**src/sv/ilam_pkg.sv**
```systemverilog
package ilam_pkg;

	// Fixed register geometry: four controller slots, two registers each
	localparam int unsigned CTRL_SLOTS = 4;
	localparam int unsigned GSI_W      = 10;
	localparam int unsigned COUNT_W    = 6;
	localparam int unsigned SLOT_W     = 2;
	localparam int unsigned ADDR_W     = 5;
	localparam int unsigned DATA_W     = 32;

	// Register select inside one controller slot (paddr bit 2)
	localparam logic REG_BASE  = 1'b0;
	localparam logic REG_COUNT = 1'b1;

	// Request codes
	localparam logic OP_ALLOC = 1'b0;
	localparam logic OP_FREE  = 1'b1;

	// Result codes
	typedef enum logic [1:0] {
		ST_GRANTED   = 2'd0,
		ST_TAKEN     = 2'd1,
		ST_FREED     = 2'd2,
		ST_NOT_FOUND = 2'd3
	} status_t;

endpackage

```
**src/sv/interrupt_line_allocation_map.sv**
```systemverilog
// Interrupt line allocation map. Holds one allocation bitmap per interrupt
// controller; controller c covers global interrupt numbers base_gsi_c up to
// base_gsi_c + min(line_count_c, LINES_PER_CONTROLLER) - 1, and a count of
// zero marks it absent. An allocate beat (operation 0) goes to the
// lowest-numbered controller whose window holds the number: status granted
// when the line was free (the line is then marked used), taken otherwise.
// A free beat (operation 1) clears the line in every matching controller and
// reports freed. A number no window covers reports not_found and changes
// nothing. Each request gives exactly one status beat. Requests are taken
// one per clock while in_stall is low: a beat enters an input register,
// and the window compares plus the bitmap read-modify-write finish into
// the output register once it frees or empties; an input beat can still be
// taken while a result waits on out_stall. Bitmaps clear on reset. Registers
// sit at byte address 4*i in the order base_gsi_0, line_count_0, ...,
// line_count_3; write them only while no request is in flight.
module interrupt_line_allocation_map #(
	parameter int unsigned NUM_CONTROLLERS      = 4,
	parameter int unsigned LINES_PER_CONTROLLER = 32
) (
	input  logic                            clk,
	input  logic                            arst_n,
	// configuration port
	input  logic                            psel,
	input  logic                            penable,
	input  logic                            pwrite,
	input  logic [ilam_pkg::ADDR_W-1:0]     paddr,
	input  logic [ilam_pkg::DATA_W-1:0]     pwdata,
	output logic [ilam_pkg::DATA_W-1:0]     prdata,
	output logic                            pready,
	// request channel
	input  logic                            in_valid,
	output logic                            in_stall,
	input  logic                            operation,
	input  logic [ilam_pkg::GSI_W-1:0]      interrupt_number,
	// result channel
	output logic                            out_valid,
	input  logic                            out_stall,
	output logic [1:0]                      status
);

	localparam int unsigned OFF_W  = (LINES_PER_CONTROLLER > 1) ?
		$clog2(LINES_PER_CONTROLLER) : 1;
	localparam int unsigned LINE_W = ilam_pkg::COUNT_W + 1;
	localparam int unsigned END_W  = ilam_pkg::GSI_W + 1;
	localparam logic [LINE_W-1:0] MAX_LINES = LINE_W'(LINES_PER_CONTROLLER);

	// Configuration registers
	logic [ilam_pkg::GSI_W-1:0]   base_q  [ilam_pkg::CTRL_SLOTS];
	logic [ilam_pkg::COUNT_W-1:0] count_q [ilam_pkg::CTRL_SLOTS];

	// Allocation bitmaps
	logic [LINES_PER_CONTROLLER-1:0] map_q [NUM_CONTROLLERS];
	logic [LINES_PER_CONTROLLER-1:0] map_d [NUM_CONTROLLERS];

	// Input stage
	logic                       valid_s1;
	logic                       op_s1;
	logic [ilam_pkg::GSI_W-1:0] num_s1;

	// Output stage
	logic                       out_valid_q;
	ilam_pkg::status_t          status_q;

	logic                       advance;
	logic                       fire;
	logic [NUM_CONTROLLERS-1:0] hit;
	logic [NUM_CONTROLLERS-1:0] sel;
	logic [OFF_W-1:0]           off [NUM_CONTROLLERS];
	ilam_pkg::status_t          status_d;

	logic                          cfg_wr;
	logic [ilam_pkg::SLOT_W-1:0]   cfg_slot;
	logic                          cfg_reg;

	assign pready   = 1'b1;
	assign cfg_wr   = psel && penable && pwrite;
	assign cfg_slot = paddr[4:3];
	assign cfg_reg  = paddr[2];

	// Register writes
	always_ff @(posedge clk or negedge arst_n) begin
		if (!arst_n) begin
			for (int c = 0; c < ilam_pkg::CTRL_SLOTS; c++) begin
				base_q[c]  <= '0;
				count_q[c] <= '0;
			end
		end else if (cfg_wr) begin
			unique case (cfg_reg)
				ilam_pkg::REG_BASE:  base_q[cfg_slot]  <= pwdata[ilam_pkg::GSI_W-1:0];
				ilam_pkg::REG_COUNT: count_q[cfg_slot] <= pwdata[ilam_pkg::COUNT_W-1:0];
				default: ;
			endcase
		end
	end

	// Register readback
	always_comb begin
		prdata = '0;
		unique case (cfg_reg)
			ilam_pkg::REG_BASE:  prdata[ilam_pkg::GSI_W-1:0]   = base_q[cfg_slot];
			ilam_pkg::REG_COUNT: prdata[ilam_pkg::COUNT_W-1:0] = count_q[cfg_slot];
			default: ;
		endcase
	end

	// Handshake: stage 1 moves on when the output register is free or emptying
	assign advance  = !out_valid_q || !out_stall;
	assign fire     = valid_s1 && advance;
	assign in_stall = valid_s1 && !advance;

	always_ff @(posedge clk or negedge arst_n) begin
		if (!arst_n) begin
			valid_s1 <= 1'b0;
		end else if (!in_stall) begin
			valid_s1 <= in_valid;
		end
	end

	always_ff @(posedge clk) begin
		if (in_valid && !in_stall) begin
			op_s1  <= operation;
			num_s1 <= interrupt_number;
		end
	end

	// Window compares, one per controller
	always_comb begin
		logic [LINE_W-1:0]          lines;
		logic [END_W-1:0]           win_end;
		logic [ilam_pkg::GSI_W-1:0] diff;
		for (int c = 0; c < NUM_CONTROLLERS; c++) begin
			lines   = (LINE_W'(count_q[c]) > MAX_LINES) ? MAX_LINES : LINE_W'(count_q[c]);
			win_end = END_W'(base_q[c]) + END_W'(lines);
			diff    = num_s1 - base_q[c];
			hit[c]  = (num_s1 >= base_q[c]) && (END_W'(num_s1) < win_end);
			off[c]  = diff[OFF_W-1:0];
		end
	end

	// Lowest matching controller serves an allocate
	always_comb begin
		logic seen;
		seen = 1'b0;
		for (int c = 0; c < NUM_CONTROLLERS; c++) begin
			sel[c] = hit[c] && !seen;
			seen   = seen || hit[c];
		end
	end

	// Bitmap read-modify-write and status
	always_comb begin
		status_d = ilam_pkg::ST_NOT_FOUND;
		for (int c = 0; c < NUM_CONTROLLERS; c++) begin
			map_d[c] = map_q[c];
			if (op_s1 == ilam_pkg::OP_ALLOC) begin
				if (sel[c]) begin
					if (map_q[c][off[c]]) begin
						status_d = ilam_pkg::ST_TAKEN;
					end else begin
						status_d = ilam_pkg::ST_GRANTED;
						map_d[c][off[c]] = 1'b1;
					end
				end
			end else if (hit[c]) begin
				status_d = ilam_pkg::ST_FREED;
				map_d[c][off[c]] = 1'b0;
			end
		end
	end

	always_ff @(posedge clk or negedge arst_n) begin
		if (!arst_n) begin
			for (int c = 0; c < NUM_CONTROLLERS; c++) begin
				map_q[c] <= '0;
			end
		end else if (fire) begin
			for (int c = 0; c < NUM_CONTROLLERS; c++) begin
				map_q[c] <= map_d[c];
			end
		end
	end

	// Output register
	always_ff @(posedge clk or negedge arst_n) begin
		if (!arst_n) begin
			out_valid_q <= 1'b0;
		end else if (advance) begin
			out_valid_q <= valid_s1;
		end
	end

	always_ff @(posedge clk) begin
		if (fire) begin
			status_q <= status_d;
		end
	end

	assign out_valid = out_valid_q;
	assign status    = status_q;

`ifndef SYNTHESIS
	// At most one controller serves an allocate
	a_sel_onehot: assert property (@(posedge clk) disable iff (!arst_n)
		$onehot0(sel))
		else $error("more than one controller selected");

	// A request held in stage 1 always has a result waiting ahead of it
	a_stall_cause: assert property (@(posedge clk) disable iff (!arst_n)
		in_stall |-> (out_valid_q && out_stall))
		else $error("input stalled without a blocked result");

	// A request that leaves stage 1 shows up as a result next cycle
	a_fire_result: assert property (@(posedge clk) disable iff (!arst_n)
		fire |=> out_valid_q)
		else $error("request lost between stages");

	// A number outside every window reports not_found
	a_not_found: assert property (@(posedge clk) disable iff (!arst_n)
		(fire && (hit == '0)) |=> (status_q == ilam_pkg::ST_NOT_FOUND))
		else $error("uncovered number did not report not_found");

	// A free request never reports an allocate outcome
	a_free_status: assert property (@(posedge clk) disable iff (!arst_n)
		(fire && (op_s1 == ilam_pkg::OP_FREE)) |=>
		(status_q == ilam_pkg::ST_FREED || status_q == ilam_pkg::ST_NOT_FOUND))
		else $error("free request gave allocate status");
`endif

endmodule

```
**config.mk**
```make
export PLATFORM = sky130hd
export DESIGN_NAME = interrupt_line_allocation_map
export DESIGN_NICKNAME = d
export VERILOG_FILES = /design/src/sv/ilam_pkg.sv /design/src/sv/interrupt_line_allocation_map.sv
export SDC_FILE = /design/constraint.sdc
export NUM_CORES = 1
export LEC_CHECK = 0
export BUFFER_PORTS_ARGS = -buffer_cell sky130_fd_sc_hd__buf_4
export CAP_MARGIN = 10
export CELL_PAD_IN_SITES_DETAIL_PLACEMENT = 1
export CELL_PAD_IN_SITES_GLOBAL_PLACEMENT = 1
export CORE_UTILIZATION = 45
export DETAILED_ROUTE_END_ITERATION = 10
export PLACE_DENSITY_LB_ADDON = 0.1
export SLEW_MARGIN = 40
export SYNTH_ARGS = -nofsm -noshare
export SYNTH_HDL_FRONTEND = slang
export SYNTH_SLANG_ARGS = --single-unit
```
**constraint.sdc**
```tcl
create_clock -name clk -period 3.86 [get_ports clk]
set_input_delay 0.193 -clock clk [delete_from_list [all_inputs] [get_ports clk]]
set_output_delay 0.193 -clock clk [all_outputs]
set_load 0.02 [all_outputs]
```
======== Word-level counts from Yosys, hierarchy flattened ========
Cells that the tools add are included.
cells by class
  add/sub/neg operators ................... 8
  multiply operators ...................... 0
  divide/modulo/power cells ............... 0
  $lt $le $gt $ge ......................... 22
  equality and inequality tests ........... 7
  shift operators ......................... 0
  multiplexer cells ....................... 66
  bitwise gates (word level) .............. 14
  reduce and logical (&&, ||, !) cells .... 36
operators with widths
  kind                number
  $mux 32             16
  $and 32x32->32      4
  $not 32->32         4
  $or 32x32->32       4
  $add 10x6->11       4
  $lt 10x11->1        4
  $mux 6              7
  $bwmux 40           1
  $ge 10x10->1        4
  $mux 10             3
  $bwmux 24           1
  $gt 6x6->1 const B  4
  $lt 5x6->1 const B  4
  $mux 2              11
  $bmux 1 s5          4
  $bmux 10 s2         1
  $demux 1 s5         4
  $demux 10 s2        1
  $ge 5x1->1 const B  4
  $sub 5x5->5         4
  $logic_and 1x1->1   17
  $mux 1              13
  $bmux 6 s2          1
  $demux 6 s2         1
  other kinds (14)    32
storage, ports and cells
  register bits ........................... 207
  bits in latches ......................... 0
  RAM bits ................................ 0
  ROM bits ................................ 0
  input bits .............................. 55
  logic and storage cells ................. 170
  memories kept ........................... 0

======== Depth between registers and ports, before layout ========
  depth after elaboration ................. 13
  gate-level depth with buffers ........... 20
  mapped depth without buffers ............ 19

======== Worst setup path before layout ========
Ideal clock, no wire load.
  path kind ............................... reg2reg
  from .................................... register count_q[12] in the netlist's numbering
  to ...................................... register with a tool-made name
  setup time .............................. 0.128 ns
  data arrival time ....................... 4.084 ns
  data required time ...................... 3.732 ns
  setup slack ............................. -0.351 ns
  stages on the path, launching flop included .. 19
  path buffers ............................ 1
  period minus slack after synthesis ...... 4.211 ns
  cell sequence ........................... dfrtp_1 nor2b_1 ha_1 fa_1 a211oi_1 o21bai_1 a21oi_1 or3_1 xnor2_1 ha_1 a21o_1 a21oi_1 o31ai_1 o32ai_1 nand3_1 or3_1 clkbuf_1 a21boi_1 mux2_1
RTL lines
  item                               line                                 RTL
  from (decl)                        interrupt_line_allocation_map.sv:49  logic [ilam_pkg::COUNT_W-1:0] count_q [ilam_pkg::CTRL_SLOTS];
  from (signal, indexed assignment)  interrupt_line_allocation_map.sv:90  ilam_pkg::REG_COUNT: count_q[cfg_slot] <= pwdata[ilam_pkg::COUNT_W-1:0];

==> results.md <==
* Status: finished with violations
* Failing checks: setup timing
* ANT nets after route at 0
* Crit-path cells: nor2b_2 > ha_1 > a21o_1 > a21oi_2 > o21bai_2 > a21oi_2 > nor2b_1 > nor2_1 > nor2_1 > xnor2_1 > ha_1 > nand3_2 > buf_4 > a21oi_2 > o32ai_4 > nand2_4 > a41oi_4 > buf_6 > buf_16 > buf_4 > o41ai_4 > o31ai_1
* Net count, final at 1641
* Syn avg cell area at 11.03 um^2
* Period utilization at 112.9%
* DP Wirelength at ~30000 um
* Worst min path class: in2async
* DR pass1 iterations at 5
* CP Data Arrival Time at 4.76 ns
* Die X at 178.1 um
* Fin worst setup slack at -0.4992 ns
* Total CTS buffers at 26
* WP data required at around 4.3 ns
* Top_reg_cell synth: dfrtp_1
* Worst-case clock buffer depth at 3
* Kind of critical path: reg2reg
* Gr ovfl total at 0
* Die area at 31700 um^2
* CP max-delay cell: dfrtp_2
* Total power at ~0.011 W
* Cell Area, Synth at around 14000 um^2
* Core ar. at between 30000 and 40000 um^2
* Antenna violations before repair at 0
* Pwr Density at 619.4 nW/um^2
* CP bufs+invs at 4
* Min cycle time layout at 4.359 ns
* Vias in the first global route at between 10000 and 15000
* Most common cell after layout, fill and taps aside: dfrtp_1
* Yosys synthesis warning count at 0
* Endpoints failing setup at between 100 and 150
* DR iter-0 viols at slightly below 700
* Min Hold Slack at ~0.22 ns
* Register area share after synthesis at 37.60%
* Async SR Flop Fraction at between 90% and 100%
* Post-route insts no fill at 1895
* Worst IR Drop VDD at just over 0.4 mV
* RSZ-0062 raised after global routing: true
* Lkg Pwr at 8.222 nW
* Clk_skew at approximately 0.014 ns
* Finished Core Util at between 60 and 70%
* Worst Tran Pin Value at slightly below 0.9 ns
* Worst setup SP type: register
* Overall Global Routing Usage at between 20 and 30%
* EDFF count, synth at 13
* Most frequent cells in the layout: dfrtp_1 (192), buf_4 (187), ha_1 (95)
* Max-slew headroom at a little over 40%
* Gpl congestion at between 0.8 and 0.9
* CP endpoint kind: register
* Residual DRC count at 0
* Most frequent CP cell: a21oi_2
* TritonCTS clock tree: built
* Top delay family on crit path: compound AO/OA/AOI/OAI gates
* Inst Count DP at about 1800
* Clock Tree Root: clkbuf_16
* H-tree levels at 1
* Vias per inst at 5.995
* Largest fanout on the critical path at 7
* Largest net degree at the start of global routing at between 100 and 150
* Pre-CTS WS at -0.7258 ns
* Wire per inst at approximately 24 um
* Global-route wire length before repair at between 60000 and 70000 um
* R2r worst-path depth at 22
* Area delta synth->final at 32.35%
* #FFs+latches synth at around 210
* Die H at approximately 180 um
* Max-slew violations at 0
* Distinct cells, synth at 64
* CTS clk-pin slew, worst paths at approximately 0.060 ns
* Fin. Hold Viols at 0
* IO Pins at 92
* Initial core utilization at between 40 and 50%
* F_max at around 230 MHz
* FP Rows at between 60 and 70
* Ratio of cells with drive above 1 in the final layout at 37.52%
* Worst-skew pair later-pin latency at 0.54 ns
* Crit path largest cell delay at about 0.46 ns
* FF-to-FF setup slack at -0.50 ns
* Max-cap violations at 0
* RR Startpoint: count_q[17]
* Port bufs at 44
* Clock Sinks at 207
* Total Wirelength at 45390 um
* Via count at about 11000
* Synth Instances at 1265
[worst max-delay path by stage]
stage | from | to | slack [ns] | cells past startpoint
after CTS | count_q[12] | register | -0.41 | 18
after detailed placement | count_q[17] | register | -0.73 | 19
final | count_q[17] | register | -0.50 | 22
after global routing | count_q[11] | register | -0.68 | 23
after floorplan | count_q[17] | register | -0.07 | 18
after global placement | count_q[12] | register | -0.69 | 19
[synth_stat cells, types with 31 or more instances]
cell | instances | area (um^2)
xnor2_1 | 33 | 289.0
dfrtp_1 | 194 | 4855
ha_1 | 100 | 1251
nor2_1 | 45 | 168.9
inv_1 | 57 | 214.0
mux4_2 | 51 | 1149
nand2_1 | 63 | 236.5
mux2_2 | 45 | 506.7
clkbuf_1 | 39 | 146.4
nor2b_1 | 31 | 193.9
mux2_1 | 118 | 1329
a21oi_1 | 45 | 225.2
o21ai_0 | 44 | 220.2
nand4_1 | 73 | 456.7
[per-stage QoR]
stage	cell area [um^2]	TNS, ns
2_1_floorplan	14180	-1.919
3_3_place_gp	15760	-55.11
3_5_place_dp	15780	-61.99
4_1_cts	17760	-39.57
5_1_grt	18460	-63.95
6_report	18460	-41.70
[what timing repair did]
item	in CTS	in global routing
endpoints found under the hold margin	178	0
buffers inserted	22	6
gates cloned	6	3
hold buffers	25	0
pin swaps	35	45
endpoints found under the setup margin	130	130
gates resized for setup	128	114
[worst register-to-register path, delay by kind of cell, from the launching register on]
kind / cells / cell delay (ns)
flip-flops: 1 / 0.46
AO/OA/AOI/OAI: 9 / 1.71
buffers and inverters: 4 / 0.65
XOR/XNOR: 1 / 0.14
adder cells (fa/ha/maj): 2 / 0.58
AND/OR/NAND/NOR: 6 / 0.70
[power by group]
group	switching, W	leakage (nW)	total (W)	internal [W]
clock	0.000998	0.406	0.00244	0.00144
sequential	0.000359	2.69	0.00306	0.00270
combinational	0.00321	5.13	0.00594	0.00272
total	0.00457	8.22	0.0114	0.00686
[layout make-up]
type,instances,area [um^2]
fill,3065,12050
timing repair buffer,248,2292
sequential,207,5248
tap,396,495.5
antenna,1,2.502
clock inverter,15,128.9
multi-input combinational,937,9356
inverter,58,219.0
clock buffer,33,718.2
[cells by family (layout without fill, tap and decap cells)]
family,Yosys count,count (layout),synth area share [%]
flops,207,207,37.60
xor+xnor,48,48,3.122
compound gates,219,219,10.63
buf+inv,142,354,4.584
simple gates,319,319,12.07
other cells,2,24,0.05384
mux,220,220,21.82
fa+ha+maj,108,108,10.12
[per-layer routing]
metal  vias up  global-route usage, %  part of all wire [%]  wire length (um)
li1       5122                      -                     -                 -
met1      5879                  36.79                    43             19510
met2       262                  48.85                    50             22700
met3        97                  3.133                   3.7              1684
met4         0                  9.615                   3.3              1494
met5         -                      0                     0                 0
No activity file was read; power rests on OpenSTA's default activity.
